File: config.mk
export PLATFORM = sky130hd
export DESIGN_NAME = barometric_pressure_compensation
export DESIGN_NICKNAME = d
export VERILOG_FILES = /design/src/hw/rtl/bpc_pkg.sv /design/src/hw/rtl/bpc_divider.sv /design/src/hw/rtl/barometric_pressure_compensation.sv
export SDC_FILE = /design/constraint.sdc
export NUM_CORES = 2
export LEC_CHECK = 0
export BUFFER_PORTS_ARGS = -buffer_cell sky130_fd_sc_hd__buf_2
export CAP_MARGIN = 10
export CORE_MARGIN = 4
export CORE_UTILIZATION = 39
export CTS_BUF_LIST = sky130_fd_sc_hd__clkbuf_8
export DETAILED_ROUTE_END_ITERATION = 6
export SYNTH_ARGS = -nofsm -noshare
export SYNTH_HDL_FRONTEND = slang
export SYNTH_SLANG_ARGS = --single-unit
export TNS_END_PERCENT = 5
File: constraint.sdc
create_clock -name clk -period 34.6 [get_ports clk]
set_input_delay 5.19 -clock clk [delete_from_list [all_inputs] [get_ports clk]]
set_output_delay 5.19 -clock clk [all_outputs]
set_load 0.005 [all_outputs]
File: src/hw/rtl/bpc_pkg.sv
// Shared types and constants for the barometric pressure compensation block.
// No dependencies; every other file imports this package.
`timescale 1ns / 1ps
`default_nettype none
package bpc_pkg;

    localparam int NUM_WORDS = 11;

    localparam logic CMD_LOAD    = 1'b0;
    localparam logic CMD_CONVERT = 1'b1;

    localparam logic [3:0] IDX_AC1 = 4'd0;
    localparam logic [3:0] IDX_AC2 = 4'd1;
    localparam logic [3:0] IDX_AC3 = 4'd2;
    localparam logic [3:0] IDX_AC4 = 4'd3;
    localparam logic [3:0] IDX_AC5 = 4'd4;
    localparam logic [3:0] IDX_AC6 = 4'd5;
    localparam logic [3:0] IDX_B1  = 4'd6;
    localparam logic [3:0] IDX_B2  = 4'd7;
    localparam logic [3:0] IDX_MB  = 4'd8;
    localparam logic [3:0] IDX_MC  = 4'd9;
    localparam logic [3:0] IDX_MD  = 4'd10;

    localparam logic signed [31:0] B6_OFFSET   = 32'sd4000;
    localparam logic signed [31:0] B4_OFFSET   = 32'sd32768;
    localparam logic [31:0]        PRESS_SCALE = 32'd50000;
    localparam logic signed [31:0] P_COEF_SQ   = 32'sd3038;
    localparam logic signed [31:0] P_COEF_LIN  = -32'sd7357;
    localparam logic signed [31:0] P_COEF_OFS  = 32'sd3791;
    localparam logic signed [31:0] T_MAX       = 32'sd32767;
    localparam logic signed [31:0] T_MIN       = -32'sd32768;
    localparam logic signed [31:0] P_MAX       = 32'sd262143;

    typedef struct packed {
        logic        command;
        logic [3:0]  coeff_index;
        logic [15:0] coeff_value;
        logic [15:0] raw_temperature;
        logic [18:0] raw_pressure;
    } bpc_in_t;

    typedef struct packed {
        logic signed [15:0] temperature_tenths;
        logic [17:0]        pressure_comp;
        logic               divide_fault;
    } bpc_out_t;

    typedef struct packed {
        logic start;
        logic is_signed;
    } bpc_div_req_t;

endpackage
`default_nettype wire

File: src/hw/rtl/bpc_divider.sv
// Radix-2 restoring divider, one quotient bit per cycle, signed or unsigned.
// Depends on bpc_pkg for the request struct.
`timescale 1ns / 1ps
`default_nettype none
module bpc_divider
    import bpc_pkg::*;
(
    input  wire logic         clk,
    input  wire logic         rst_n,
    input  wire bpc_div_req_t req,
    input  wire logic [31:0]  dividend,
    input  wire logic [31:0]  divisor,
    output logic              done,
    output logic [31:0]       quotient
);

    logic [5:0]  count_reg;
    logic        run_reg;
    logic        done_reg;
    logic        neg_reg;
    logic [31:0] quo_reg;
    logic [31:0] rem_reg;
    logic [31:0] den_reg;
    logic [33:0] trial;
    logic        dvd_neg;
    logic        dvs_neg;

    assign dvd_neg = req.is_signed & dividend[31];
    assign dvs_neg = req.is_signed & divisor[31];
    assign trial   = {1'b0, rem_reg, quo_reg[31]} - {2'b00, den_reg};

    always_ff @(posedge clk or negedge rst_n)
    begin
        if (!rst_n)
        begin
            count_reg <= '0;
            run_reg   <= 1'b0;
            done_reg  <= 1'b0;
        end
        else
        begin
            done_reg <= 1'b0;
            if (req.start)
            begin
                count_reg <= 6'd32;
                run_reg   <= 1'b1;
            end
            else if (run_reg)
            begin
                count_reg <= count_reg - 6'd1;
                if (count_reg == 6'd1)
                begin
                    run_reg  <= 1'b0;
                    done_reg <= 1'b1;
                end
            end
        end
    end

    always_ff @(posedge clk)
    begin
        if (req.start)
        begin
            quo_reg <= dvd_neg ? (32'd0 - dividend) : dividend;
            den_reg <= dvs_neg ? (32'd0 - divisor) : divisor;
            rem_reg <= '0;
            neg_reg <= dvd_neg ^ dvs_neg;
        end
        else if (run_reg)
        begin
            if (!trial[33])
            begin
                rem_reg <= trial[31:0];
                quo_reg <= {quo_reg[30:0], 1'b1};
            end
            else
            begin
                rem_reg <= {rem_reg[30:0], quo_reg[31]};
                quo_reg <= {quo_reg[30:0], 1'b0};
            end
        end
    end

    assign done     = done_reg;
    assign quotient = neg_reg ? (32'd0 - quo_reg) : quo_reg;

endmodule
`default_nettype wire

File: src/hw/rtl/barometric_pressure_compensation.sv
// Top level: calibration store, sequencer, shared 32x32 multiplier, divider.
// A load item leaves busy low. A convert item holds busy through two divider
// passes, eleven multiplier steps and two control steps. A zero divisor ends
// it early. Reset clears the sequencer, strobe and oversampling; calibration
// words stay undefined until loaded; no result stall.
`timescale 1ns / 1ps
`default_nettype none
module barometric_pressure_compensation
    import bpc_pkg::*;
(
    input  wire logic       clk,
    input  wire logic       rst_n,
    input  wire logic       start,
    input  wire bpc_in_t    item,
    output logic            busy,
    output bpc_out_t        result,
    output logic            result_valid,
    input  wire logic       oversampling_we,
    input  wire logic [1:0] oversampling_wdata
);

    localparam logic [3:0] ST_IDLE = 4'd0;
    localparam logic [3:0] ST_T1   = 4'd1;
    localparam logic [3:0] ST_T2   = 4'd2;
    localparam logic [3:0] ST_TDIV = 4'd3;
    localparam logic [3:0] ST_P1   = 4'd4;
    localparam logic [3:0] ST_P2   = 4'd5;
    localparam logic [3:0] ST_P3   = 4'd6;
    localparam logic [3:0] ST_P4   = 4'd7;
    localparam logic [3:0] ST_P5   = 4'd8;
    localparam logic [3:0] ST_P6   = 4'd9;
    localparam logic [3:0] ST_P7   = 4'd10;
    localparam logic [3:0] ST_P8   = 4'd11;
    localparam logic [3:0] ST_PDIV = 4'd12;
    localparam logic [3:0] ST_Q1   = 4'd13;
    localparam logic [3:0] ST_Q2   = 4'd14;
    localparam logic [3:0] ST_Q3   = 4'd15;

    logic [3:0]  state_reg, state_next;
    logic [1:0]  oss_reg;
    logic [15:0] cal_reg [NUM_WORDS];
    logic [15:0] ut_reg;
    logic [18:0] up_reg;

    logic signed [31:0] x1_reg, x1_next;
    logic signed [31:0] x3_reg, x3_next;
    logic signed [31:0] sq_reg, sq_next;
    logic signed [31:0] b3_reg, b3_next;
    logic signed [31:0] b6_reg, b6_next;
    logic signed [31:0] t_reg, t_next;
    logic signed [31:0] p_reg, p_next;
    logic [31:0]        b4_reg, b4_next;
    logic [31:0]        b7_reg, b7_next;

    logic               out_valid_reg, out_valid_next;
    bpc_out_t           out_reg, out_next;

    logic signed [31:0] ac1, ac2, ac3, b1, b2, mc, md;
    logic signed [31:0] mul_a, mul_b, prod;
    logic signed [63:0] prod_full;
    logic signed [31:0] den, b5, x2, pf;
    logic [31:0]        scale;

    bpc_div_req_t div_req;
    logic [31:0]  div_dividend, div_divisor, div_q;
    logic         div_done;

    assign ac1 = {{16{cal_reg[IDX_AC1][15]}}, cal_reg[IDX_AC1]};
    assign ac2 = {{16{cal_reg[IDX_AC2][15]}}, cal_reg[IDX_AC2]};
    assign ac3 = {{16{cal_reg[IDX_AC3][15]}}, cal_reg[IDX_AC3]};
    assign b1  = {{16{cal_reg[IDX_B1][15]}}, cal_reg[IDX_B1]};
    assign b2  = {{16{cal_reg[IDX_B2][15]}}, cal_reg[IDX_B2]};
    assign mc  = {{16{cal_reg[IDX_MC][15]}}, cal_reg[IDX_MC]};
    assign md  = {{16{cal_reg[IDX_MD][15]}}, cal_reg[IDX_MD]};

    assign prod_full = mul_a * mul_b;
    assign prod      = prod_full[31:0];
    assign den       = x1_reg + md;
    assign b5        = x1_reg + $signed(div_q);
    assign scale     = PRESS_SCALE >> oss_reg;

    bpc_divider u_div (
        .clk      (clk),
        .rst_n    (rst_n),
        .req      (div_req),
        .dividend (div_dividend),
        .divisor  (div_divisor),
        .done     (div_done),
        .quotient (div_q)
    );

    always_comb
    begin
        state_next     = state_reg;
        x1_next        = x1_reg;
        x3_next        = x3_reg;
        sq_next        = sq_reg;
        b3_next        = b3_reg;
        b6_next        = b6_reg;
        t_next         = t_reg;
        p_next         = p_reg;
        b4_next        = b4_reg;
        b7_next        = b7_reg;
        out_next       = out_reg;
        out_valid_next = 1'b0;
        mul_a          = '0;
        mul_b          = '0;
        x2             = '0;
        pf             = '0;
        div_req        = '{start: 1'b0, is_signed: 1'b0};
        div_dividend   = '0;
        div_divisor    = '0;
        unique case (state_reg)
            ST_IDLE:
            begin
                if (start && item.command == CMD_CONVERT)
                begin
                    state_next = ST_T1;
                end
            end
            ST_T1:
            begin
                mul_a      = {16'd0, ut_reg} - {16'd0, cal_reg[IDX_AC6]};
                mul_b      = {16'd0, cal_reg[IDX_AC5]};
                x1_next    = prod >>> 15;
                state_next = ST_T2;
            end
            ST_T2:
            begin
                if (den == 32'sd0)
                begin
                    out_next       = '{temperature_tenths: '0, pressure_comp: '0,
                                       divide_fault: 1'b1};
                    out_valid_next = 1'b1;
                    state_next     = ST_IDLE;
                end
                else
                begin
                    div_req      = '{start: 1'b1, is_signed: 1'b1};
                    div_dividend = mc <<< 11;
                    div_divisor  = den;
                    state_next   = ST_TDIV;
                end
            end
            ST_TDIV:
            begin
                if (div_done)
                begin
                    t_next     = (b5 + 32'sd8) >>> 4;
                    b6_next    = b5 - B6_OFFSET;
                    state_next = ST_P1;
                end
            end
            ST_P1:
            begin
                mul_a      = b6_reg;
                mul_b      = b6_reg;
                sq_next    = prod >>> 12;
                state_next = ST_P2;
            end
            ST_P2:
            begin
                mul_a      = b2;
                mul_b      = sq_reg;
                x1_next    = prod >>> 11;
                state_next = ST_P3;
            end
            ST_P3:
            begin
                mul_a      = ac2;
                mul_b      = b6_reg;
                x3_next    = x1_reg + (prod >>> 11);
                state_next = ST_P4;
            end
            ST_P4:
            begin
                mul_a      = ac3;
                mul_b      = b6_reg;
                x1_next    = prod >>> 13;
                b3_next    = ((((ac1 <<< 2) + x3_reg) <<< oss_reg) + 32'sd2) >>> 2;
                state_next = ST_P5;
            end
            ST_P5:
            begin
                mul_a      = b1;
                mul_b      = sq_reg;
                x3_next    = (x1_reg + (prod >>> 16) + 32'sd2) >>> 2;
                state_next = ST_P6;
            end
            ST_P6:
            begin
                mul_a      = {16'd0, cal_reg[IDX_AC4]};
                mul_b      = x3_reg + B4_OFFSET;
                b4_next    = {15'd0, prod[31:15]};
                state_next = ST_P7;
            end
            ST_P7:
            begin
                if (b4_reg == 32'd0)
                begin
                    out_next       = '{temperature_tenths: '0, pressure_comp: '0,
                                       divide_fault: 1'b1};
                    out_valid_next = 1'b1;
                    state_next     = ST_IDLE;
                end
                else
                begin
                    mul_a      = {13'd0, up_reg} - b3_reg;
                    mul_b      = scale;
                    b7_next    = prod;
                    state_next = ST_P8;
                end
            end
            ST_P8:
            begin
                div_req      = '{start: 1'b1, is_signed: 1'b0};
                div_dividend = b7_reg[31] ? b7_reg : {b7_reg[30:0], 1'b0};
                div_divisor  = b4_reg;
                state_next   = ST_PDIV;
            end
            ST_PDIV:
            begin
                if (div_done)
                begin
                    p_next     = b7_reg[31] ? {div_q[30:0], 1'b0} : div_q;
                    state_next = ST_Q1;
                end
            end
            ST_Q1:
            begin
                mul_a      = p_reg >>> 8;
                mul_b      = p_reg >>> 8;
                x1_next    = prod;
                state_next = ST_Q2;
            end
            ST_Q2:
            begin
                mul_a      = x1_reg;
                mul_b      = P_COEF_SQ;
                x1_next    = prod >>> 16;
                state_next = ST_Q3;
            end
            ST_Q3:
            begin
                mul_a = P_COEF_LIN;
                mul_b = p_reg;
                x2    = prod >>> 16;
                pf    = p_reg + ((x1_reg + x2 + P_COEF_OFS) >>> 4);
                out_next.divide_fault = 1'b0;
                priority if (t_reg > T_MAX)
                    out_next.temperature_tenths = T_MAX[15:0];
                else if (t_reg < T_MIN)
                    out_next.temperature_tenths = T_MIN[15:0];
                else
                    out_next.temperature_tenths = t_reg[15:0];
                priority if (pf < 32'sd0)
                    out_next.pressure_comp = '0;
                else if (pf > P_MAX)
                    out_next.pressure_comp = P_MAX[17:0];
                else
                    out_next.pressure_comp = pf[17:0];
                out_valid_next = 1'b1;
                state_next     = ST_IDLE;
            end
            default:
            begin
                state_next = ST_IDLE;
            end
        endcase
    end

    always_ff @(posedge clk or negedge rst_n)
    begin
        if (!rst_n)
        begin
            state_reg     <= ST_IDLE;
            oss_reg       <= '0;
            out_valid_reg <= 1'b0;
        end
        else
        begin
            state_reg     <= state_next;
            out_valid_reg <= out_valid_next;
            if (oversampling_we)
            begin
                oss_reg <= oversampling_wdata;
            end
        end
    end

    always_ff @(posedge clk)
    begin
        if (state_reg == ST_IDLE && start)
        begin
            if (item.command == CMD_LOAD)
            begin
                if (item.coeff_index < 4'(NUM_WORDS))
                begin
                    cal_reg[item.coeff_index] <= item.coeff_value;
                end
            end
            else
            begin
                ut_reg <= item.raw_temperature;
                up_reg <= item.raw_pressure;
            end
        end
        x1_reg  <= x1_next;
        x3_reg  <= x3_next;
        sq_reg  <= sq_next;
        b3_reg  <= b3_next;
        b6_reg  <= b6_next;
        t_reg   <= t_next;
        p_reg   <= p_next;
        b4_reg  <= b4_next;
        b7_reg  <= b7_next;
        out_reg <= out_next;
    end

    assign busy         = state_reg != ST_IDLE;
    assign result       = out_reg;
    assign result_valid = out_valid_reg;

endmodule
`default_nettype wire

# [Yosys cells after proc, flatten, opt, wreduce, memory -nomap -nowiden]
# Memory sizes are Yosys's and may differ from the RTL's.
# Cells that the tools add are included.
[op_classes] muxes=49 n_reduce_logical=18 eq_ne=21 bitwise_logic=4 shift=2 add_sub_neg=19 multipliers=1 magnitude_cmp=5
[ops] operator="$mux 32" n=12
[ops] operator="$pmux 32 s11" n=1
[ops] operator="$pmux 32 s8" n=1
[ops] operator="$pmux 32 s2" n=3
[ops] operator="$pmux 32 s5" n=1
[ops] operator="$pmux 35 s3" n=1
[ops] operator="$sub 1x32->32 const A" n=3
[ops] operator="$mux 35" n=2
[ops] operator="$add 32x16->32" n=2
[ops] operator="$add 32x3->32 const B" n=2
[ops] operator="$logic_not 32->1" n=2
[ops] operator="$pmux 4 s16" n=1
[ops] operator="$mux 18" n=2
[ops] operator="$sub 33x32->34" n=1
[ops] operator="$add 18x32->32" n=1
[ops] operator="$add 32x13->32 const B" n=1
[ops] operator="$add 32x17->32 const B" n=1
[ops] operator="$add 32x21->32" n=1
[ops] operator="$add 32x28->32" n=1
[ops] operator="$add 32x32->32" n=1
[ops] operator="$add 32x5->32 const B" n=1
[ops] operator="$eq 4x4->1 const B" n=8
[ops] operator="$gt 32x19->1 const B" n=1
[ops] operator="$lt 32x1->1 const B" n=1
[ops] operator="other kinds (36)" n=68
[word_totals] ramBits=176 inputBits=62 n_memories=1 ff_bits=437 output_inout_bits=37 elab_cells=145
[memory_table] memory="cal_reg" words=11 word_bits=16 rd=10 rd_clocked_by_memory_dff=0 wr=1 line="barometric_pressure_compensation.sv:41" rtl="logic [15:0] cal_reg [NUM_WORDS];"

# [Logic depth before layout (Yosys ltp)]
[logic_depth] word_depth=11 mapped_depth=73 mapped_depth_nobuf=68

# [Modules after synthesis]
# A second synthesis with hierarchy kept.
[unflattened] cells_unflattened=6331 area_unflattened_um2=58757.6
[modules_own_cells] module="barometric_pressure_compensation" seq_area_each_um2=14739.1 area_per_inst_um2=50970.1 cells_per_inst=5426 instances=1
[modules_own_cells] module="bpc_divider" seq_area_each_um2=2792.7 area_per_inst_um2=7787.5 cells_per_inst=905 instances=1

# [Worst setup path before layout]
# OpenSTA, ideal clock, no wires.
[synth_path] kind="register to register" startpoint="register state_reg[0]" endpoint="register out_reg (netlist bit result[7]), data pin" t_arrival_ns=16.627 setup_time_ns=0.281 required_ns=34.319 stages_incl_launch_ff=58 path_slack_ns=17.692 path_buffers=7 synth_period_minus_slack_ns=16.908 path_cell_list="dfrtp_1 > nand2b_1 > clkbuf_1 > a211o_1 > buf_4 > inv_4 > clkbuf_1 > clkbuf_1 > buf_1 > a21oi_1 > or2_2 > fa_1 > inv_1 > fa_1 > fa_1 > inv_1 > fa_1 > inv_1 > [22 not listed] > o211ai_1 > xor2_1 > nor2b_1 > nand3_1 > or3_1 > clkbuf_1 > or4bb_1 > xor2_1 > ha_1 > o21a_1 > nor2_1 > xnor2_1 > a311oi_1 > nand4_1 > or4b_1 > a2111oi_2 > clkbuf_1 > a21oi_1"
[synth_between] elab_chain_len=11 word_cells_on_any_way=25 cone_classes="add/sub (3); mul (1); order compare (2); eq/ne (12); mux (5); reduce/logical (2)"
[synth_rtl] element="start, declared" line="barometric_pressure_compensation.sv:39" rtl="logic [3:0] state_reg, state_next;"
[synth_rtl] element="start signal, assigned" line="barometric_pressure_compensation.sv:282" rtl="state_reg <= state_next;"
[synth_rtl] element="$eq 4x3->1 / $eq 4x4->1 (equally long branches)" line="barometric_pressure_compensation.sv:113" rtl="unique case (state_reg)"
[synth_rtl] element="$reduce_or 3->1 (no line) / $reduce_or 2->1 (equally long branches)"
[synth_rtl] element="$pmux 32 s8" line="barometric_pressure_compensation.sv:113"
[synth_rtl] element="$mul 32x32->32 (*)" line="barometric_pressure_compensation.sv:76" rtl="assign prod_full = mul_a * mul_b;"
[synth_rtl] element="via prod_full[31]" line="barometric_pressure_compensation.sv:60" rtl="logic signed [63:0] prod_full;"
[synth_rtl] element="$add 32x16->32 (*)" line="barometric_pressure_compensation.sv:248" rtl="pf = p_reg + ((x1_reg + x2 + P_COEF_OFS) >>> 4);"
[synth_rtl] element="$add 32x13->32 (*)" line="barometric_pressure_compensation.sv:248"
[synth_rtl] element="$add 32x28->32 (*)" line="barometric_pressure_compensation.sv:248"
[synth_rtl] element="$gt 32x19->1" line="barometric_pressure_compensation.sv:258" rtl="else if (pf > P_MAX)"
[synth_rtl] element="$mux 18" line="barometric_pressure_compensation.sv:258"
[synth_rtl] element="$mux 18 (*)" line="barometric_pressure_compensation.sv:256" rtl="priority if (pf < 32'sd0)"
[synth_rtl] element="$pmux 35 s3 (*)" line="barometric_pressure_compensation.sv:113"
[synth_rtl] element="end signal, assigned" line="barometric_pressure_compensation.sv:317" rtl="out_reg <= out_next;"
[synth_rtl] element="end, declared" line="barometric_pressure_compensation.sv:56" rtl="bpc_out_t out_reg, out_next;"
# Mark *: on every way through the listed nets, which the timed path passes. The rest lies on a longest branch.
# A chain may end at the register's enable or synchronous reset.

# [Final worst setup path]
[layout_path] startpoint="register state_reg[0]" endpoint="register out_reg (netlist bit result[6]), data pin"
# The elaborated chain is that of the path after synthesis.

==> impl_metrics.prom <==
# TYPE chip_impl_metric gauge
chip_impl_metric{name="fill_cell_count",unit=""} 14010
chip_impl_metric{name="timing_hold_violations_final",unit=""} 0
chip_impl_metric{name="final_nets",unit=""} 7106
chip_impl_info{name="synth.area.top_cells",value="edfxtp_1, fa_1, ha_1"} 1
chip_impl_metric{name="cts_repair_resize_count",unit=""} 0
chip_impl_metric{name="antenna_violations_before_repair",unit=""} 17
chip_impl_info{name="min-delay-path-class",value="register to register"} 1
chip_impl_metric{name="reg_clk_slew_reported_paths",unit="ps"} 70
chip_impl_metric{name="worst_ep_arrival_time",unit="ps"} 19650
chip_impl_metric{name="period_minus_slack",unit="ps"} 19120
chip_impl_info{name="failed_checks",value="DRC"} 1
chip_impl_metric{name="cts-root-to-sink-buffers",unit=""} 3
chip_impl_metric{name="largest_register_ffs",unit=""} 160
chip_impl_metric{name="dr.first_iter.drc_count",unit=""} 5369
chip_impl_metric{name="post-route-period-util",unit=""} 0.5527
chip_impl_metric{name="synth-edff-count",unit=""} 550
chip_impl_metric{name="max-slew-margin-rel",unit=""} 0.07133
chip_impl_metric{name="track_usage",unit=""} 0.2736
chip_impl_metric{name="grt.overflow.total",unit=""} 0
chip_impl_metric{name="vias",unit=""} 48140
chip_impl_metric{name="postSynthCellCount",unit=""} 6111
chip_impl_metric{name="seq_area_frac_synth",unit=""} 0.3068
chip_impl_metric{name="grt_pass1_wl",unit="mm"} 308.3
chip_impl_metric{name="number_of_cell_instances_on_the_worst_register_to_register_path",unit=""} 60
chip_impl_info{name="grt_setup_unrepaired",value="no"} 1
chip_impl_metric{name="cellPowerDensity",unit="nW/um^2"} 31.12
chip_impl_info{name="outcome",value="complete, but fails checks"} 1
chip_impl_metric{name="pin_count_of_the_biggest_net_entering_global_routing",unit=""} 78
chip_impl_metric{name="syn_nets",unit=""} 7000
chip_impl_metric{name="p_leak",unit="nW"} 25.22
chip_impl_info{name="cpMaxStageDelayCell",value="xor2_1"} 1
chip_impl_metric{name="ctsHoldBuffers",unit=""} 0
chip_impl_info{name="setup.worst_path.end_class",value="register"} 1
chip_impl_metric{name="route.final.wire_length",unit="mm"} 213.6
chip_impl_metric{name="row_count",unit=""} 140
chip_impl_metric{name="finish.instance_area",unit="sq um"} 62370
chip_impl_metric{name="numClockSinks",unit=""} 597
chip_impl_info{name="netlist.top_cell.by_area",value="edfxtp_1"} 1
chip_impl_metric{name="detail_route.drc_violations",unit=""} 2
chip_impl_metric{name="placement.io_buffers",unit=""} 98
chip_impl_metric{name="synthArstFlopShare",unit=""} 0.02513
chip_impl_metric{name="worst-r2r-setup-slack",unit="ps"} 15480
chip_impl_metric{name="proportion_of_layout_cells_with_a_drive_suffix_above_1",unit=""} 0.08355
chip_impl_metric{name="hold-worst-slack",unit="ps"} 511.3
chip_impl_metric{name="syn_area",unit="sq um"} 57140
chip_impl_metric{name="floorplan.io_pins",unit=""} 99
chip_impl_metric{name="dp_hpwl",unit="mm"} 163.0
chip_impl_info{name="most_common_flop_cell_mapped_by_yosys",value="edfxtp_1"} 1
chip_impl_metric{name="critical_path_peak_fanout",unit=""} 51
chip_impl_metric{name="clock_insertion_delay_at_the_later_pin_of_the_skew_report",unit="ps"} 830
chip_impl_metric{name="hold_path_cells",unit=""} 2
chip_impl_metric{name="count_of_endpoints_failing_setup_in_the_final_report",unit=""} 0
chip_impl_metric{name="fp.dieArea",unit="sq um"} 152700
chip_impl_metric{name="placement.cell_area",unit="sq um"} 60390
chip_impl_metric{name="design.core.area",unit="sq um"} 145600
chip_impl_metric{name="floorplan.die.width",unit="um"} 390.8
chip_impl_metric{name="post-synth-top-area-fraction",unit=""} 0.2890
chip_impl_metric{name="synth_area_per_cell",unit="sq um"} 9.351
chip_impl_metric{name="layout-area-overhead-vs-synth",unit="%"} 9.146
chip_impl_info{name="startpoint_type",value="register"} 1
chip_impl_metric{name="required",unit="ps"} 35120
chip_impl_metric{name="numCtsBuffers",unit=""} 99
chip_impl_metric{name="ys_seq_elements",unit=""} 597
chip_impl_metric{name="timing.setup.tns",unit="ps"} 0
chip_impl_metric{name="maxSlewViolCount",unit=""} 0
chip_impl_info{name="clk_root_buffer_cell",value="clkbuf_8"} 1
chip_impl_metric{name="antenna_left",unit=""} 0
chip_impl_metric{name="skew",unit="ps"} 94.11
chip_impl_info{name="mostFrequentLayoutCell",value="inv_1"} 1
chip_impl_info{name="setup.worst_path.class",value="register to register"} 1
chip_impl_metric{name="tightest_slew",unit="ps"} 1393
chip_impl_metric{name="routed_wire_length_per_instance",unit="um"} 25.97
chip_impl_metric{name="drt_pass1_iterations",unit=""} 7
chip_impl_metric{name="cts_htree_levels",unit=""} 3
chip_impl_info{name="cts_tree",value="done"} 1
chip_impl_metric{name="routabilityCongestion",unit=""} 1.005
chip_impl_metric{name="initial_utilization",unit=""} 0.3926
chip_impl_metric{name="vias_per_cell",unit=""} 5.852
chip_impl_metric{name="irDropWorstVdd",unit="uV"} 32.32
chip_impl_info{name="layout.cells.most_common_list",value="inv_1, nor2_1, edfxtp_1"} 1
chip_impl_metric{name="maxClockFrequency",unit="GHz"} 0.05229
chip_impl_metric{name="first_global_vias",unit=""} 46070
chip_impl_metric{name="synth_cell_types",unit=""} 105
chip_impl_metric{name="synth_warnings",unit=""} 0
chip_impl_metric{name="cpPeakStageDelay",unit="ps"} 870
chip_impl_metric{name="timing.max_cap.violations",unit=""} 0
chip_impl_metric{name="cts.repair_timing.setup_buffer_count",unit=""} 0
chip_impl_info{name="cp_common_cell",value="fa_1"} 1
chip_impl_metric{name="fp.dieH",unit="um"} 390.8
-- layer usage --
metal | global-route usage | up-vias | routed length [um]
met1 | 0.3446 | 23400 | 82330
met5 | 0.004466 | - | 135
met2 | 0.4142 | 2648 | 91210
met3 | 0.07804 | 684 | 23850
li1 | - | 21390 | -
met4 | 0.1696 | 10 | 16030
-- where the power goes --
part | internal, mW | switching (mW)
Sequential | 0.835 | 0.0326
Combinational | 0.162 | 0.270
Clock | 0.322 | 0.320
Total | 1.32 | 0.622
-- metrics by stage --
stage,power [mW],setup slack [ps],util,cells
2_1_floorplan,1.167,17690,-,6111
5_1_grt,2.021,14360,0.4283,8214
6_report,1.941,15480,0.4285,8225
4_1_cts,1.944,15960,0.4283,8213
3_5_place_dp,1.307,16030,0.4149,8033
3_3_place_gp,1.299,16290,0.4149,8033
-- logic make-up after synthesis --
| logic type | count (synthesis) | synth area share |
|---|---|---|
| and+or+nand+nor | 1894 | 0.1516 |
| buffers and inverters | 926 | 0.06157 |
| adders and majority gates | 827 | 0.2359 |
| DFF | 597 | 0.3068 |
| xor gates and xnor gates | 499 | 0.07789 |
| AOI/OAI and AO/OA | 1284 | 0.1507 |
| muxes | 84 | 0.01561 |
-- cells in the mapped netlist, types with 20 or more instances --
cell type and count:
nor2_1 711, inv_1 687, edfxtp_1 550, nand2_1 549, fa_1 417, ha_1 410, xnor2_1 315, a21oi_1 313
o21ai_0 242, clkbuf_1 190, xor2_1 178, nand3_1 107, a21o_1 81, nor3_1 78, nor2b_1 71, mux2i_1 70
or2_2 66, a22oi_1 62, nand2b_1 59, o21a_1 56, o211ai_1 45, a211oi_1 44, o21bai_1 44, a221oi_1 41
nand4_1 41, o31ai_1 39, and2_1 37, or3_1 37, and3_1 34, a31oi_1 32, dfxtp_1 32, a221o_1 26
o22ai_1 26, buf_1 21, buf_2 20, nor4_1 20, or4_1 20
-- final cells by class --
cell class	instances	area [sq um]	share of cell area
antenna	12	30.03	0.0004815
clock buffer	102	1404	0.02251
multi-input combinational	4588	36310	0.5822
inverter	692	2600	0.04169
tap	1917	2399	0.03846
clock inverter	78	541.8	0.008687
timing repair buffer	239	1549	0.02484
sequential	597	17540	0.2812
-- worst max-delay path: cells and delay by family, from the launching register on --
| family | cells | cell delay (ps) |
|---|---|---|
| flops | 1 | 340 |
| fa+ha+maj | 11 | 4560 |
| xor+xnor | 5 | 2750 |
| simple gates | 13 | 3260 |
| buf+inv | 10 | 2570 |
| compound gates | 21 | 5250 |
-- final timing paths --
check	startpoint	end
worst max-delay path	state_reg[0]	result[6]
worst min-delay path	u_div.rem_reg[7]	u_div.rem_reg[7]
worst max register to register	state_reg[0]	result[6]
worst min register to register	u_div.rem_reg[7]	u_div.rem_reg[7]
max in group asynchronous	rst_n	oss_reg[1]
min in group asynchronous	rst_n	u_div.count_reg[1]
Power figures use the tool's default switching activity.
